[src/rtl/mfde_pkg.sv]
// ----------------------------------------------------------------------------
// mfde_pkg
// Shared constants, codes and types of the one-bit frame store draw engine.
// ----------------------------------------------------------------------------
package mfde_pkg;

    localparam int FRAME_BYTES = 4096;
    localparam int FONT_BYTES  = 8192;
    localparam int FRAME_AW    = $clog2(FRAME_BYTES);
    localparam int FONT_AW     = $clog2(FONT_BYTES);
    // width of byte address arithmetic (frame pixel address, glyph font address)
    localparam int MEM_AW      = 17;
    localparam int CHAR_BASE   = 32;   // ' '
    localparam int QUEUE_DEPTH = 2;

    localparam logic [2:0] OP_PIXEL    = 3'd0;
    localparam logic [2:0] OP_RECT     = 3'd1;
    localparam logic [2:0] OP_GLYPH    = 3'd2;
    localparam logic [2:0] OP_FONT_WR  = 3'd3;
    localparam logic [2:0] OP_FRAME_RD = 3'd4;

    localparam logic [2:0] REG_ROTATION      = 3'd0;
    localparam logic [2:0] REG_INVERT_COLOR  = 3'd1;
    localparam logic [2:0] REG_CANVAS_WIDTH  = 3'd2;
    localparam logic [2:0] REG_CANVAS_HEIGHT = 3'd3;
    localparam logic [2:0] REG_GLYPH_WIDTH   = 3'd4;
    localparam logic [2:0] REG_GLYPH_HEIGHT  = 3'd5;

    localparam logic [1:0] ROT_0   = 2'd0;
    localparam logic [1:0] ROT_90  = 2'd1;
    localparam logic [1:0] ROT_180 = 2'd2;
    localparam logic [1:0] ROT_270 = 2'd3;

    typedef enum logic [2:0] {
        K_NONE,
        K_PIXEL,
        K_RECT,
        K_GLYPH,
        K_FONT_WR,
        K_FRAME_RD
    } kind_t;

    typedef struct packed {
        logic [1:0] rotation;
        logic       invert_color;
        logic [7:0] canvas_width;
        logic [8:0] canvas_height;
        logic [5:0] glyph_width;
        logic [5:0] glyph_height;
    } cfg_t;

    typedef struct packed {
        kind_t       kind;
        logic [9:0]  pos_x;
        logic [9:0]  pos_y;
        logic [7:0]  lo_x;
        logic [7:0]  hi_x;
        logic [7:0]  lo_y;
        logic [7:0]  hi_y;
        logic        colored;
        logic [6:0]  char_code;
        logic [12:0] mem_addr;
        logic [7:0]  font_byte;
    } cmd_t;

    typedef struct packed {
        logic clearing;
        logic pop;
    } back_stat_t;

endpackage

[src/rtl/mfde_regs.sv]
// ----------------------------------------------------------------------------
// mfde_regs
// APB configuration registers: rotation, color sense, canvas and glyph size.
// ----------------------------------------------------------------------------
module mfde_regs
    import mfde_pkg::*;
(
    input  logic        clk,
    input  logic        rst_n,
    input  logic        psel,
    input  logic        penable,
    input  logic        pwrite,
    input  logic [4:0]  paddr,
    input  logic [31:0] pwdata,
    output logic [31:0] prdata,
    output logic        pready,
    output cfg_t        cfg
);

    cfg_t        cfg_reg;
    logic [2:0]  idx;

    assign idx    = paddr[4:2];
    assign pready = 1'b1;
    assign cfg    = cfg_reg;

    always_ff @(posedge clk or negedge rst_n)
    begin
        if (!rst_n)
        begin
            cfg_reg.rotation      <= 2'd0;
            cfg_reg.invert_color  <= 1'b0;
            cfg_reg.canvas_width  <= 8'd96;
            cfg_reg.canvas_height <= 9'd200;
            cfg_reg.glyph_width   <= 6'd17;
            cfg_reg.glyph_height  <= 6'd24;
        end
        else if (psel && penable && pwrite && pready)
        begin
            unique case (idx)
                REG_ROTATION:      cfg_reg.rotation      <= pwdata[1:0];
                REG_INVERT_COLOR:  cfg_reg.invert_color  <= pwdata[0];
                REG_CANVAS_WIDTH:  cfg_reg.canvas_width  <= pwdata[7:0];
                REG_CANVAS_HEIGHT: cfg_reg.canvas_height <= pwdata[8:0];
                REG_GLYPH_WIDTH:   cfg_reg.glyph_width   <= pwdata[5:0];
                REG_GLYPH_HEIGHT:  cfg_reg.glyph_height  <= pwdata[5:0];
                default: ;
            endcase
        end
    end

    always_comb
    begin
        unique case (idx)
            REG_ROTATION:      prdata = {30'd0, cfg_reg.rotation};
            REG_INVERT_COLOR:  prdata = {31'd0, cfg_reg.invert_color};
            REG_CANVAS_WIDTH:  prdata = {24'd0, cfg_reg.canvas_width};
            REG_CANVAS_HEIGHT: prdata = {23'd0, cfg_reg.canvas_height};
            REG_GLYPH_WIDTH:   prdata = {26'd0, cfg_reg.glyph_width};
            REG_GLYPH_HEIGHT:  prdata = {26'd0, cfg_reg.glyph_height};
            default:           prdata = 32'd0;
        endcase
    end

endmodule

[config.mk]
export PLATFORM = sky130hd
export DESIGN_NAME = mfde_regs
export DESIGN_NICKNAME = d
export VERILOG_FILES = /design/src/rtl/mfde_pkg.sv /design/src/rtl/mfde_regs.sv
export SDC_FILE = /design/constraint.sdc
export NUM_CORES = 1
export LEC_CHECK = 0
export BUFFER_PORTS_ARGS = -buffer_cell sky130_fd_sc_hd__buf_2
export CORE_MARGIN = 2
export CORE_UTILIZATION = 35
export CTS_BUF_LIST = sky130_fd_sc_hd__clkbuf_8
export CTS_CLUSTER_SIZE = 8
export DETAILED_ROUTE_END_ITERATION = 12
export GPL_ROUTABILITY_DRIVEN = 0
export GPL_TIMING_DRIVEN = 1
export PLACE_DENSITY = 0.68
export SYNTH_ARGS = -nofsm -noshare
export SYNTH_HDL_FRONTEND = slang
export SYNTH_SLANG_ARGS = --single-unit
[constraint.sdc]
create_clock -name clk -period 2.8 [get_ports clk]
set_clock_uncertainty 0.05 [all_clocks]
set_input_delay 0.7 -clock clk [delete_from_list [all_inputs] [get_ports clk]]
set_output_delay 0.7 -clock clk [all_outputs]
set_load 0.05 [all_outputs]
==> results_dict.tcl <==
set metrics [dict create \
    worstSkewPairLatency_ns 0.28 \
    worstPathRequired_ns 2.05 \
    leakage_nw 1.06 \
    worstMarginPinSlew_ns 0.700 \
    vdd.ir_drop.worst_uv 447 \
    num_vias 1182 \
    yosysWarningCount 0 \
    die_area_sq_mm 0.00551 \
    wl_per_cell_um 14.2 \
    htreeDepth 2 \
    hold_buffers 0 \
    die_y_um 74.2 \
    max_cap_violations 0 \
    grt_pass1_vias 1200 \
    die_x_um 74.2 \
    grt.overflow.total 0 \
    routed_wl_mm 3.72 \
    path_max_fanout 20 \
    grtUsageTotal 0.146 \
    worstPathArrival_ns 1.82 \
    fin_nets 235 \
    grt_first_pass_wirelength_mm 5.87 \
    tns_ns 0 \
    maxSlewHeadroom 0.533 \
    synth_area_per_cell_sq_um 12.8 \
    synth_top_cells_by_count "mux2_2 (32), buf_4 (24), dfrtp_1 (23), mux2i_1 (13), dfstp_2 (9)" \
    synthMostInstantiatedCell "mux2_2" \
    vias_per_cell 4.53 \
    finalMaxSlewViolations 0 \
    synth_cells 135 \
    hp-class "input pin to asynchronous set/reset pin" \
    pwr-share-comb 0.427 \
    p_switching_mw 0.797 \
    synth_top_cell_by_area "dfrtp_1" \
    drc 0 \
    synth_cell_types 24 \
    worstSetupPathType "input pin to output pin" \
    area_delta_synth_final_pct 20.1 \
    cts_max_path_buffers 2 \
    endpoint_kind "output pin" \
    cts_setup_buffers 0 \
    cts_num_sinks 32 \
    rsz0062_at_grt "no" \
    sw_frac_of_total 0.458 \
    drive_gt1_frac 0.572 \
    cts_tree "done" \
    finalSetupViolations 0 \
    hold_viol 0 \
    synth.area.top_cells "dfrtp_1 (33%), mux2_2 (21%), dfstp_2 (14%)" \
    syn-cell-area_sq_mm 0.00173 \
    startpoint_type "input pin" \
    numCtsBuffers 5 \
    synth_ff_type "dfrtp_1" \
    clkPwrFrac 0.207 \
    cts_resized 0 \
    largest_reg_flops 32 \
    fin_crit_ns 2.57 \
    outcome "completed" \
    pin_count 107 \
    fin_crit_sh 0.919 \
    dpl.hpwl_mm 2.73 \
    rows 25 \
    async_flop_share 1.00 \
    clkTransAtPathRegs_ns 0.07 \
    grt_max_degree 33 \
    port-buffer-count 57 \
    synth_edf_count 0 \
    core_sq_mm 0.00475 \
    synth_top_area_frac 0.333 \
    power.internal_mw 0.944 \
    diodes 0 \
    seq_area_frac_synth 0.470 \
    ys_seq_elements 32 \
    p_seq_frac 0.366 \
    finalPower_mw 1.74 \
    drt_iter0_markers 25 \
    antenna_found_initial 0 \
    ant_nets 0 \
    start_util 0.363 \
    cts-root-buf "clkbuf_8" \
    max_freq_mhz 389 \
    cellPowerDensity_mw_per_mm2 840 \
    drt_first_pass_iters 3 \
]
-- metrics by stage --
step / instances / cell area [sq um] / utilization / hold WS (ns) / setup slack, ns
after global routing: 261 / 2070 / 0.436 / 0.470 / 0.171
final: 261 / 2070 / 0.436 / 0.410 / 0.228
after floorplan: 157 / 1810 / - / 0.354 / 0.00177
after CTS: 261 / 2070 / 0.436 / 0.435 / 0.210
after detailed placement: 253 / 1980 / 0.417 / 0.468 / 0.210
after global placement: 253 / 1980 / 0.417 / 0.453 / 0.222
-- per-layer routing --
layer | GRT usage | vias to the layer above | share of wire
li1 | - | 545 | -
met1 | 0.180 | 568 | 0.43
met2 | 0.226 | 64 | 0.46
met3 | 0.0610 | 5 | 0.099
met4 | 0.0595 | 0 | 0.014
met5 | 0 | - | 0
-- path summary, 6_finish.rpt --
kind	start	to	slack, ns	cells after the start
worst max-delay path	paddr[2]	prdata[0]	0.23	4
worst min-delay path	rst_n	cfg[12]	0.41	1
worst max register to register	cfg[20]	cfg[20]	1.97	1
worst min register to register	cfg[2]	cfg[2]	0.48	1
max in group asynchronous	rst_n	cfg[8]	1.84	1
min in group clk	cfg[2]	cfg[2]	0.48	1
-- layout make-up --
| cell class | count | area [sq um] |
|---|---|---|
| fillers | 465 | 2680 |
| flip-flops and latches | 32 | 812 |
| clock buffers | 6 | 82.6 |
| multi-input cells | 95 | 787 |
| clock inverters | 2 | 7.51 |
| repair buffers | 59 | 300 |
| well taps | 67 | 83.8 |
-- critical path, stage by stage --
cell and delay, ns:
buf_2 0.39, o32ai_1 0.17, a311o_1 0.34, buf_2 0.21
-- cell families after synthesis --
kind of cell           Yosys count  synth area share
AO/OA/AOI/OAI                    8            0.0341
multiplexers                    45             0.284
buffers and inverters           30             0.122
AND/OR/NAND/NOR                 18            0.0855
flip-flops                      32             0.470
other                            2           0.00435
-- power groups by stage --
stage / Clock (mW) / Combinational (mW) / Sequential [mW]
5_1_grt: 0.390 / 0.780 / 0.655
4_1_cts: 0.372 / 0.750 / 0.639
3_3_place_gp: 0 / 0.743 / 0.644
6_report: 0.360 / 0.743 / 0.638
3_5_place_dp: 0 / 0.749 / 0.647
2_1_floorplan: 0 / 0.290 / 0.963
-- cell usage in the layout, fill, tap and decap left out --
cell type   n
a311o_1     1
a31oi_1     1
and3_1      1
buf_2      57
buf_4       2
clkbuf_8    6
conb_1     24
dfrtp_1    23
dfstp_2     9
inv_1       2
mux2_2     32
mux2i_1    13
nand2b_1    3
nand3b_1    1
nand4_1     1
nand4b_4    1
nor2_1      2
nor2_4      4
nor2b_1     1
nor3_1      1
nor3b_1     2
o221ai_1    1
o22ai_1     4
o32ai_1     1
or3_1       1
(Power assumes the default switching activity.)
