### config.mk
export PLATFORM = sky130hd
export DESIGN_NAME = mfde_front
export DESIGN_NICKNAME = d
export VERILOG_FILES = /design/src/rtl/mfde_pkg.sv /design/src/rtl/mfde_front.sv
export SDC_FILE = /design/constraint.sdc
export NUM_CORES = 1
export LEC_CHECK = 0
export BUFFER_PORTS_ARGS = -buffer_cell sky130_fd_sc_hd__buf_2
export CORE_ASPECT_RATIO = 1.5
export CORE_MARGIN = 2
export CORE_UTILIZATION = 48
export DETAILED_ROUTE_END_ITERATION = 10
export PLACE_DENSITY = 0.76
export SYNTH_ARGS = -nofsm -noshare
export SYNTH_HDL_FRONTEND = slang
export SYNTH_SLANG_ARGS = --single-unit
### constraint.sdc
create_clock -name clk -period 4.35 [get_ports clk]
set_input_delay 0 -clock clk [delete_from_list [all_inputs] [get_ports clk]]
set_output_delay 0 -clock clk [all_outputs]
set_load 0.01 [all_outputs]
### src/rtl/mfde_pkg.sv
// ----------------------------------------------------------------------------
// mfde_pkg
// Shared constants, codes and types of the one-bit frame store draw engine.
// ----------------------------------------------------------------------------
package mfde_pkg;

    localparam int FRAME_BYTES = 4096;
    localparam int FONT_BYTES  = 8192;
    localparam int FRAME_AW    = $clog2(FRAME_BYTES);
    localparam int FONT_AW     = $clog2(FONT_BYTES);
    // width of byte address arithmetic (frame pixel address, glyph font address)
    localparam int MEM_AW      = 17;
    localparam int CHAR_BASE   = 32;   // ' '
    localparam int QUEUE_DEPTH = 2;

    localparam logic [2:0] OP_PIXEL    = 3'd0;
    localparam logic [2:0] OP_RECT     = 3'd1;
    localparam logic [2:0] OP_GLYPH    = 3'd2;
    localparam logic [2:0] OP_FONT_WR  = 3'd3;
    localparam logic [2:0] OP_FRAME_RD = 3'd4;

    localparam logic [2:0] REG_ROTATION      = 3'd0;
    localparam logic [2:0] REG_INVERT_COLOR  = 3'd1;
    localparam logic [2:0] REG_CANVAS_WIDTH  = 3'd2;
    localparam logic [2:0] REG_CANVAS_HEIGHT = 3'd3;
    localparam logic [2:0] REG_GLYPH_WIDTH   = 3'd4;
    localparam logic [2:0] REG_GLYPH_HEIGHT  = 3'd5;

    localparam logic [1:0] ROT_0   = 2'd0;
    localparam logic [1:0] ROT_90  = 2'd1;
    localparam logic [1:0] ROT_180 = 2'd2;
    localparam logic [1:0] ROT_270 = 2'd3;

    typedef enum logic [2:0] {
        K_NONE,
        K_PIXEL,
        K_RECT,
        K_GLYPH,
        K_FONT_WR,
        K_FRAME_RD
    } kind_t;

    typedef struct packed {
        logic [1:0] rotation;
        logic       invert_color;
        logic [7:0] canvas_width;
        logic [8:0] canvas_height;
        logic [5:0] glyph_width;
        logic [5:0] glyph_height;
    } cfg_t;

    typedef struct packed {
        kind_t       kind;
        logic [9:0]  pos_x;
        logic [9:0]  pos_y;
        logic [7:0]  lo_x;
        logic [7:0]  hi_x;
        logic [7:0]  lo_y;
        logic [7:0]  hi_y;
        logic        colored;
        logic [6:0]  char_code;
        logic [12:0] mem_addr;
        logic [7:0]  font_byte;
    } cmd_t;

    typedef struct packed {
        logic clearing;
        logic pop;
    } back_stat_t;

endpackage

### src/rtl/mfde_front.sv
// ----------------------------------------------------------------------------
// mfde_front
// Accepts input transactions, classifies them and holds them in a short queue.
// ----------------------------------------------------------------------------
module mfde_front
    import mfde_pkg::*;
(
    input  logic        clk,
    input  logic        rst_n,
    input  logic        in_valid,
    output logic        in_ready,
    input  logic [2:0]  op,
    input  logic [9:0]  pos_x,
    input  logic [9:0]  pos_y,
    input  logic [7:0]  corner_a_x,
    input  logic [7:0]  corner_a_y,
    input  logic [7:0]  corner_b_x,
    input  logic [7:0]  corner_b_y,
    input  logic        colored,
    input  logic [6:0]  char_code,
    input  logic [12:0] mem_addr,
    input  logic [7:0]  font_byte,
    input  back_stat_t  stat,
    output logic        cmd_valid,
    output cmd_t        cmd
);

    cmd_t       q_mem [QUEUE_DEPTH];
    cmd_t       cls;
    logic [1:0] count_reg;
    logic       wr_ptr_reg;
    logic       rd_ptr_reg;
    logic       push;

    always_comb
    begin
        cls.pos_x     = pos_x;
        cls.pos_y     = pos_y;
        cls.lo_x      = (corner_a_x < corner_b_x) ? corner_a_x : corner_b_x;
        cls.hi_x      = (corner_a_x < corner_b_x) ? corner_b_x : corner_a_x;
        cls.lo_y      = (corner_a_y < corner_b_y) ? corner_a_y : corner_b_y;
        cls.hi_y      = (corner_a_y < corner_b_y) ? corner_b_y : corner_a_y;
        cls.colored   = colored;
        cls.char_code = char_code;
        cls.mem_addr  = mem_addr;
        cls.font_byte = font_byte;
        unique case (op)
            OP_PIXEL:    cls.kind = K_PIXEL;
            OP_RECT:     cls.kind = K_RECT;
            // glyph codes below space become no-op (K_NONE) commands
            OP_GLYPH:    cls.kind = (char_code < 7'(CHAR_BASE)) ? K_NONE : K_GLYPH;
            OP_FONT_WR:  cls.kind = K_FONT_WR;
            OP_FRAME_RD: cls.kind = K_FRAME_RD;
            default:     cls.kind = K_NONE;
        endcase
    end

    assign in_ready  = !stat.clearing && (count_reg != 2'(QUEUE_DEPTH));
    assign push      = in_valid && in_ready;
    assign cmd_valid = (count_reg != 2'd0);
    assign cmd       = q_mem[rd_ptr_reg];

    always_ff @(posedge clk or negedge rst_n)
    begin
        if (!rst_n)
        begin
            count_reg  <= 2'd0;
            wr_ptr_reg <= 1'b0;
            rd_ptr_reg <= 1'b0;
        end
        else
        begin
            if (push)
            begin
                wr_ptr_reg <= !wr_ptr_reg;
            end
            if (stat.pop)
            begin
                rd_ptr_reg <= !rd_ptr_reg;
            end
            count_reg <= count_reg + 2'(push) - 2'(stat.pop);
        end
    end

    always_ff @(posedge clk)
    begin
        if (push)
        begin
            q_mem[wr_ptr_reg] <= cls;
        end
    end

endmodule

==> results of run 1 <==
[cell usage after synthesis]
master    instances  area (um^2)
ha_1             16          200
o21ai_0           5         25.0
dfrtp_1           4          100
a2111o_1          2         22.5
nor2_1            4         15.0
edfxtp_1        168         5040
xnor2_1           3         26.3
and3_1            1         6.26
a21oi_1           5         25.0
o211ai_1          1         7.51
xor2_1            1         8.76
inv_1            19         71.3
a211oi_1          2         15.0
mux2_2           96         1080
clkbuf_1          6         22.5
buf_12            2         40.0
mux2_4           20          300
nand2b_1          3         18.8
nand2_1           3         11.3
buf_1             3         11.3
nand4_1           2         12.5
or2_2             1         6.26
o21bai_1          1         7.51
a211oi_4          2         40.0
[placed cells by master, fill, tap and decap left out, types with 4 or more instances in the layout]
| cell | synthesis | routed |
|---|---|---|
| mux2_2 | 96 | 96 |
| edfxtp_1 | 168 | 168 |
| a21oi_1 | 5 | 5 |
| clkbuf_16 | 0 | 17 |
| mux2_4 | 20 | 20 |
| inv_1 | 19 | 19 |
| dlygate4sd3_1 | 0 | 102 |
| buf_2 | 0 | 174 |
| bufinv_16 | 0 | 4 |
| ha_1 | 16 | 16 |
| o21ai_0 | 5 | 5 |
[final timing paths]
path	from	end	slack, ps	cells after the start
setup / recovery	corner_b_y[1]	q_mem[0][34]$_DFFE_PP_	1290	8
hold / removal	stat[1]	wr_ptr_reg$_DFFE_PN0P_	30	4
setup reg to reg	count_reg[0]$_DFF_PN0_	q_mem[0][42]$_DFFE_PP_	2080	5
hold reg to reg	count_reg[1]$_DFF_PN0_	count_reg[1]$_DFF_PN0_	510	1
max in group asynchronous	rst_n	rd_ptr_reg$_DFFE_PN0P_	3650	3
min in group asynchronous	rst_n	count_reg[0]$_DFF_PN0_	500	3
[critical path, stage by stage]
cell,delay (ps)
dlygate4sd3_1,560
buf_2,140
inv_1,50
ha_1,270
a2111o_1,400
a211oi_4,860
mux2_4,350
dlygate4sd3_1,580
[stage by stage]
stage / hold WS (ps) / std cells / total power, uW / instance area (um^2)
2_1_floorplan: -296 / 370 / 3060 / 7120
3_3_place_gp: -194 / 730 / 3510 / 8190
3_5_place_dp: -185 / 730 / 3550 / 8190
4_1_cts: 14.0 / 864 / 5200 / 9830
5_1_grt: 67.4 / 864 / 5390 / 9830
6_report: 33.3 / 864 / 5170 / 9830
[timing repair]
item / 4_1_cts / 5_1_grt
endpoints found under the setup margin: 0 / 0
hold buffers: 102 / 0
hold endpoints to repair: 174 / 0
[area by class of cell]
cell class,instances,area (um^2)
Timing Repair Buffer,277,1900
Fill cell,989,4700
Sequential cell,172,5150
Clock buffer,18,429
Inverter,19,71.3
Clock inverter,14,190
Tap cell,196,245
Multi-Input combinational cell,168,1840
[kinds of logic (layout without fill, tap and decap cells)]
kind of cell,after synthesis,after routing
buf+inv,30,328
xor+xnor,4,4
simple gates,14,14
mux,116,116
fa+ha+maj,16,16
compound gates,18,18
flops,172,172
[where the power goes]
group          internal, uW  switching, uW
clock                   964            614
combinational           709            581
sequential             2080            215
total                  3760           1410
[layer usage]
metal	GRT usage (%)	vias up
met1	19.6	2132
met3	4.07	25
met5	0	-
met2	34.3	134
met4	8.33	0
li1	-	2007
==> run metrics, run 1 <==
Die Span Y=around 150 um; routed vias=about 4300; Mapped Nets=approximately 480; crit-path max FO=16; RSZ-0062 raised after global routing=no; Yosys reg bits=about 170; # resized after CTS=0; Post-CTS Repair Setup Buffers=0; Synth Warn #=0; Tcrit/Tclk final=70.4%; PortBufs=174; TritonCTS clock tree=done; residual DRC count=0; min Tclk post-route=3060 ps; clk_lat worst skew=420 ps; first-pass GRT wire length=22400 um; Starting DRT DRC Count=between 150 and 200; routability cong.=0.726; sequential share of the synthesized area=roughly 72%; share of layout cells above drive strength 1=48.8%; largest net degree at the start of global routing=86; post-route ant nets=0; XOR/XNOR share of the synthesized area=0.492%; GR Overflow Total=0; final setup skew=8.85 ps; final hold violation count=0; TritonCTS Buffers=17; H-tree levels=4; Cell Rows=54; maximum clock rate=327 MHz; Die ar.=0.0158 mm^2; max FFs per register=between 150 and 200; HP Class=in -> reg; relative slew slack=20.5%; Req. time, crit path=roughly 4500 ps; Worst-Margin Slew=1190 ps; DP Worst Slack=1950 ps; max cap viols=0; initial core utilization=49.0%; Post-Synthesis Cells=370; DR top layer=met4; largest family of logic cells by synthesized area=multiplexers; Simple-Gate Fraction of Synth Area=0.984%; Synth Area in Compound Gates=2.00%; synth unique cells=24; P_leak=0.00384 uW; fin. max-slew vios=0; critical path startpoint category=input pin; antenna violations before repair=0; Final setup viols=0; setup ws final=between 1000 and 1500 ps; overall routed net length=between 10000 and 15000 um; total track usage=18.6%; Final #Nets=760; mux cell area share after synthesis=19.4%; clk slew on worst S/H paths=70 ps; critical path data arrival time=3220 ps; clk sinks=172; detailed-router iteration count before antenna repair=4; Max clock buf depth=2; final setup TNS=0 ps; M1 WL=5300 um; synthesized area=0.00712 mm^2; core footprint=0.0145 mm^2; Worst Setup End Kind=flop; number of global-route vias before repair=4652; Power per Cell Area=526 mW/mm^2; Post-DP HPWL=between 8000 and 9000 um; # diodes=0; final cell utilization of the core=67.6%; Setup Crit Path Kind=in -> reg; maximum vdd drop=0.275 mV; routed len/inst=16.7 um; status=complete, no violations; vias per cell=4.97; Area Overhead vs Synth=38.0%; met2 wire length=~8100 um; I/O pins=approximately 180; Post-Synth Adder-Cell Area=2.81%; Syn Area/Cell=19.2 um^2; met3 routed WL=614 um; chip width=103 um; root buf cell=clkbuf_16
No activity file was read; power rests on OpenSTA's default activity.
==> run 2, diff against run 1 <==
Clock period 4.35 ns to 2.8 ns, I/O delays scaled along.
==> run metrics, run 2 (synthesis results as in run 1) <==
status=complete, no violations (unchanged); Area Overhead vs Synth=38.6% (was 38.0%); residual DRC count=0 (unchanged); routability cong.=0.750 (was 0.726); # diodes=0 (unchanged); detailed-router iteration count before antenna repair=5 (was 4); Design Area, Final=0.00987 mm^2 (was 0.00983 mm^2); maximum vdd drop=0.373 mV (was 0.275 mV); initial core utilization=49.0% (unchanged); H-tree levels=4 (unchanged); final setup skew=13.1 ps (was 8.85 ps); hold-critical path depth=4 (unchanged); min Tclk post-route=around 2600 ps; relative slew slack=53.5% (was 20.5%); Req. time, crit path=2950 ps (was 4510 ps); max cap viols=0 (unchanged); number of global-route vias before repair=4700 (was 4652); clk_lat worst skew=410 ps (was 420 ps); Starting DRT DRC Count=151 (was 168); routed vias=4339 (was 4298); post-route ant nets=0 (unchanged); worst hold start=stat[1] (unchanged); RR Startpoint=count_reg[0]$_DFF_PN0_ (unchanged); largest net degree at the start of global routing=49 (was 86); clk slew on worst S/H paths=60 ps (was 70 ps); register-to-register setup slack=820 ps (was 2080 ps); core footprint=0.0145 mm^2 (unchanged); RSZ-0062 raised after global routing=no (unchanged); share of layout cells above drive strength 1=49.5% (was 48.8%); Worst path slowest cell=dlygate4sd3_1 (was a211oi_4); Post-DP HPWL=8870 um (was 8580 um); placed instance area=0.00826 mm^2 (was 0.00819 mm^2); total track usage=18.7% (was 18.6%); P_leak=0.00387 uW (was 0.00384 uW); I/O pins=175 (unchanged); TritonCTS Buffers=17 (unchanged); final cell utilization of the core=67.9% (was 67.6%); Setup Crit Path Kind=in -> reg (unchanged); Reg2Reg Depth=5 (unchanged); HP Class=in -> reg (unchanged); TritonCTS clock tree=done (unchanged); root buf cell=clkbuf_16 (unchanged); Die ar.=0.0158 mm^2 (unchanged); Worst-Margin Slew=698 ps (was 1190 ps); final setup TNS=0 ps (unchanged); fin. max-slew vios=0 (unchanged); Final #Nets=769 (was 760); antenna violations before repair=0 (unchanged); critical path startpoint category=input pin (unchanged); chip width=103 um (unchanged); Critical Path Start=corner_b_y[1] (unchanged); GR Overflow Total=0 (unchanged); maximum clock rate=378 MHz; DP Worst Slack=650 ps (was 1950 ps); CP Cell Sequence=dlygate4sd3_1 > buf_2 > inv_1 > ha_1 > a2111o_1 > a211oi_4 > buf_6 > mux2_4 > dlygate4sd3_1 (was dlygate4sd3_1 > buf_2 > inv_1 > ha_1 > a2111o_1 > a211oi_4 > mux2_4 > dlygate4sd3_1); crit-path max FO=11 (was 16); critical path data arrival time=2800 ps (was 3220 ps); Max clock buf depth=2 (unchanged); Worst Setup End Kind=flop (unchanged); overall routed net length=14400 um (about the same); vias per cell=4.97 (about the same); CP max stage delay=580 ps (was 860 ps); max FFs per register=168 (unchanged); Cell Rows=54 (unchanged); first-pass GRT wire length=22600 um (was 22400 um); routed len/inst=16.5 um (was 16.7 um); fill cell count=965 (was 989); Power per Cell Area=795 mW/mm^2 (was 526 mW/mm^2); most frequent CP cell=dlygate4sd3_1 (unchanged); clk sinks=172 (unchanged); commonest non-fill, non-tap cell in the layout=buf_2 (unchanged); final hold violation count=0 (unchanged); Final setup viols=0 (unchanged); setup ws final=153 ps (was 1290 ps); Tcrit/Tclk final=~95%; PortBufs=174 (unchanged); most frequent cells in the layout=buf_2, edfxtp_1, dlygate4sd3_1 (unchanged); Die Span Y=153 um (unchanged)
-- run 2: cell count changes in the layout (fill, tap and decap cells not counted), moves of 2 or more --
cell       previous run  this run
buf_12                0         2
bufinv_16             4         1
clkinv_2              2         0
buf_4                 1         7
inv_6                 2         4
clkinv_4              1         4
-- run 2: area by class of cell --
type	count	area, um^2	area share [%]
Multi-Input combinational cell	168	1840	18.7
Inverter	19	71.3	0.723
Sequential cell	172	5150	52.2
Timing Repair Buffer	286	2000	20.2
Tap cell	196	245	2.48
Clock inverter	13	134	1.36
Clock buffer	19	433	4.39
-- run 2: path summary, 6_finish.rpt --
kind                                          endpoint
worst max-delay path            q_mem[1][32]$_DFFE_PP_
worst min-delay path            wr_ptr_reg$_DFFE_PN0P_
min in group asynchronous       count_reg[1]$_DFF_PN0_
max in group asynchronous       rd_ptr_reg$_DFFE_PN0P_
worst min register to register  count_reg[1]$_DFF_PN0_
worst max register to register  q_mem[0][53]$_DFFE_PP_
-- run 2: what timing repair did --
action	in CTS	in global routing
hold buffers	102	0
setup buffers	0	2
gates resized for setup	0	1
hold endpoints to repair	174	0
endpoints found under the setup margin	0	12
-- run 2: critical path, delay by kind of cell --
kind            cells  cell delay (ps)
mux                 1              310
fa+ha+maj           1              270
buf+inv             5             1510
compound gates      2              700
-- run 2: routing by layer --
metal  track usage [%]  share of wire, %  wire (um)
met2              35.0                57       8190
met5                 0                 0          0
met4              7.14               2.2        311
met1              19.9                37       5290
met3              3.84               4.4        637
-- run 2: report_power, final --
group | internal, uW | switching (uW)
clock | 1250 | 988
combinational | 1140 | 1030
sequential | 3230 | 202
-- run 2: per-stage QoR --
step | hold WS [ps] | power, uW | cells
detailed placement | -187 | 5530 | 737
global placement | -190 | 5490 | 737
floorplan | -296 | 4750 | 370
CTS | 18.7 | 7910 | 871
global route | 84.1 | 8210 | 873
finish | 51.7 | 7840 | 873
==> run 3, diff against run 2 <==
Settings changed: CTS_CLUSTER_SIZE set to 14.
Clock period 2.8 ns to 2.2 ns, I/O delays scaled along.
==> run metrics, run 3 (synthesis results as in run 1) <==
TritonCTS Buffers=17 (unchanged); max cap viols=0 (unchanged); maximum clock rate=487 MHz; relative slew slack=66.1% (was 53.5%); Post-CTS Repair Setup Buffers=0 (unchanged); hold_ws=232 ps (was 51.7 ps); post-route ant nets=0 (unchanged); RSZ-0062 raised after global routing=no (unchanged); GR Overflow Total=0 (unchanged); area of the multi-input gates=0.00185 mm^2 (was 0.00184 mm^2); Die Span Y=153 um (unchanged); Area Overhead vs Synth=37.0% (was 38.6%); share of layout cells above drive strength 1=50.2% (was 49.5%); Die ar.=0.0158 mm^2 (unchanged); clk slew on worst S/H paths=60 ps (about the same); clk sinks=172 (unchanged); # resized after CTS=0 (unchanged); Non-Filler Instances=859 (was 873); Worst-Margin Slew=509 ps (was 698 ps); Final Power=9980 uW (was 7840 uW); Cell Rows=54 (unchanged); total track usage=18.2% (was 18.7%); routed len/inst=16.7 um (was 16.5 um); fill cell count=985 (was 965); Post-DP HPWL=8960 um (was 8870 um); Tcrit/Tclk final=just over 90%; vias per cell=4.94 (was 4.97); Setup Crit Path Kind=in -> reg (unchanged); Power per Cell Area=1020 mW/mm^2 (was 795 mW/mm^2); I/O pins=175 (unchanged); min Tclk post-route=2050 ps; chip width=103 um (unchanged); most frequent cells in the layout=buf_2, edfxtp_1, mux2_2 (was buf_2, edfxtp_1, dlygate4sd3_1); H-tree levels=4 (unchanged); antenna violations before repair=0 (unchanged); P_leak=0.00382 uW (was 0.00387 uW); routed vias=4244 (was 4339); crit-path max FO=16 (was 11); final hold violation count=0 (unchanged); fin. max-slew vios=0 (unchanged); PortBufs=174 (unchanged); Cell Count Post-Placement=739 (was 737); routability cong.=0.723 (was 0.750); Final #Nets=756 (was 769); final setup skew=7.70 ps (was 13.1 ps); Starting DRT DRC Count=161 (was 151); commonest non-fill, non-tap cell in the layout=buf_2 (unchanged); overall routed net length=14300 um (was 14400 um); residual DRC count=0 (unchanged); TritonCTS clock tree=done (unchanged); core footprint=0.0145 mm^2 (unchanged); # diodes=0 (unchanged); Final setup viols=0 (unchanged); clk_lat worst skew=410 ps (about the same); Seq. cell area=0.00515 mm^2 (unchanged); max FFs per register=168 (unchanged); HP Class=in -> reg (unchanged); largest net degree at the start of global routing=85 (was 49); critical path startpoint category=input pin (unchanged); maximum vdd drop=0.579 mV (was 0.373 mV); Worst Setup End Kind=flop (unchanged); Max clock buf depth=2 (unchanged); critical path data arrival time=2210 ps (was 2800 ps); final setup TNS=0 ps (unchanged); root buf cell=clkbuf_16 (unchanged); Req. time, crit path=2360 ps (was 2950 ps); first-pass GRT wire length=21900 um (was 22600 um); cts hold-fix bufs=89 (was 102); status=complete, no violations (unchanged); initial core utilization=49.0% (unchanged); number of global-route vias before repair=4657 (was 4700); detailed-router iteration count before antenna repair=4 (was 5)
run 3: changes by cell type in the layout (fill, tap and decap cells not counted), sizes merged:
cell         before  now
dlygate4sd3     102   89
clkinv            5   10
inv              25   21
clkbuf           19   17
bufinv            1    2
clkinvlp          1    0
run 3: final cells by class:
type                    count  area share [%]
flip-flops and latches    172            52.8
well taps                 196            2.51
clock buffers              17            4.36
multi-input cells         168            18.9
clock inverters            14            1.31
inverters                  19           0.731
repair buffers            273            19.3
run 3: report_power, final:
part	internal [uW]	leakage (uW)	switching [uW]
combinational	1460	0.00196	1350
sequential	4110	0.00158	240
clock	1650	0.000272	1160
run 3: metrics by stage:
stage,utilization (%),setup slack [ps],instance area [um^2]
2_1_floorplan,-,-238,7130
3_3_place_gp,57.2,323,8310
3_5_place_dp,57.2,273,8310
4_1_cts,67.1,175,9750
5_1_grt,67.1,82.3,9750
6_report,67.1,148,9750
run 3: layer usage:
| metal | GRT usage, % | up-vias | part of all wire, % |
|---|---|---|---|
| li1 | - | 1998 | - |
| met1 | 18.7 | 2108 | 37 |
| met2 | 34.5 | 117 | 57 |
| met3 | 3.34 | 21 | 4.3 |
| met4 | 7.83 | 0 | 2.2 |
| met5 | 0 | - | 0 |
run 3: worst max-delay path, cell delays in order:
cell,delay [ps]
dlygate4sd3_1,530
buf_2,120
inv_1,50
ha_1,280
a2111o_1,410
a211oi_4,260
buf_12,200
mux2_2,360
run 3: final timing paths:
path	from	endpoint	slack [ps]	depth (start not counted)
min in group asynchronous	rst_n	rd_ptr_reg$_DFFE_PN0P_	500	3
min reg2reg	count_reg[1]$_DFF_PN0_	count_reg[1]$_DFF_PN0_	520	1
max in group asynchronous	rst_n	rd_ptr_reg$_DFFE_PN0P_	1500	3
max	corner_b_x[1]	q_mem[0][52]$_DFFE_PP_	150	8
min	stat[1]	count_reg[1]$_DFF_PN0_	230	6
max reg2reg	count_reg[1]$_DFF_PN0_	q_mem[1][45]$_DFFE_PP_	530	3
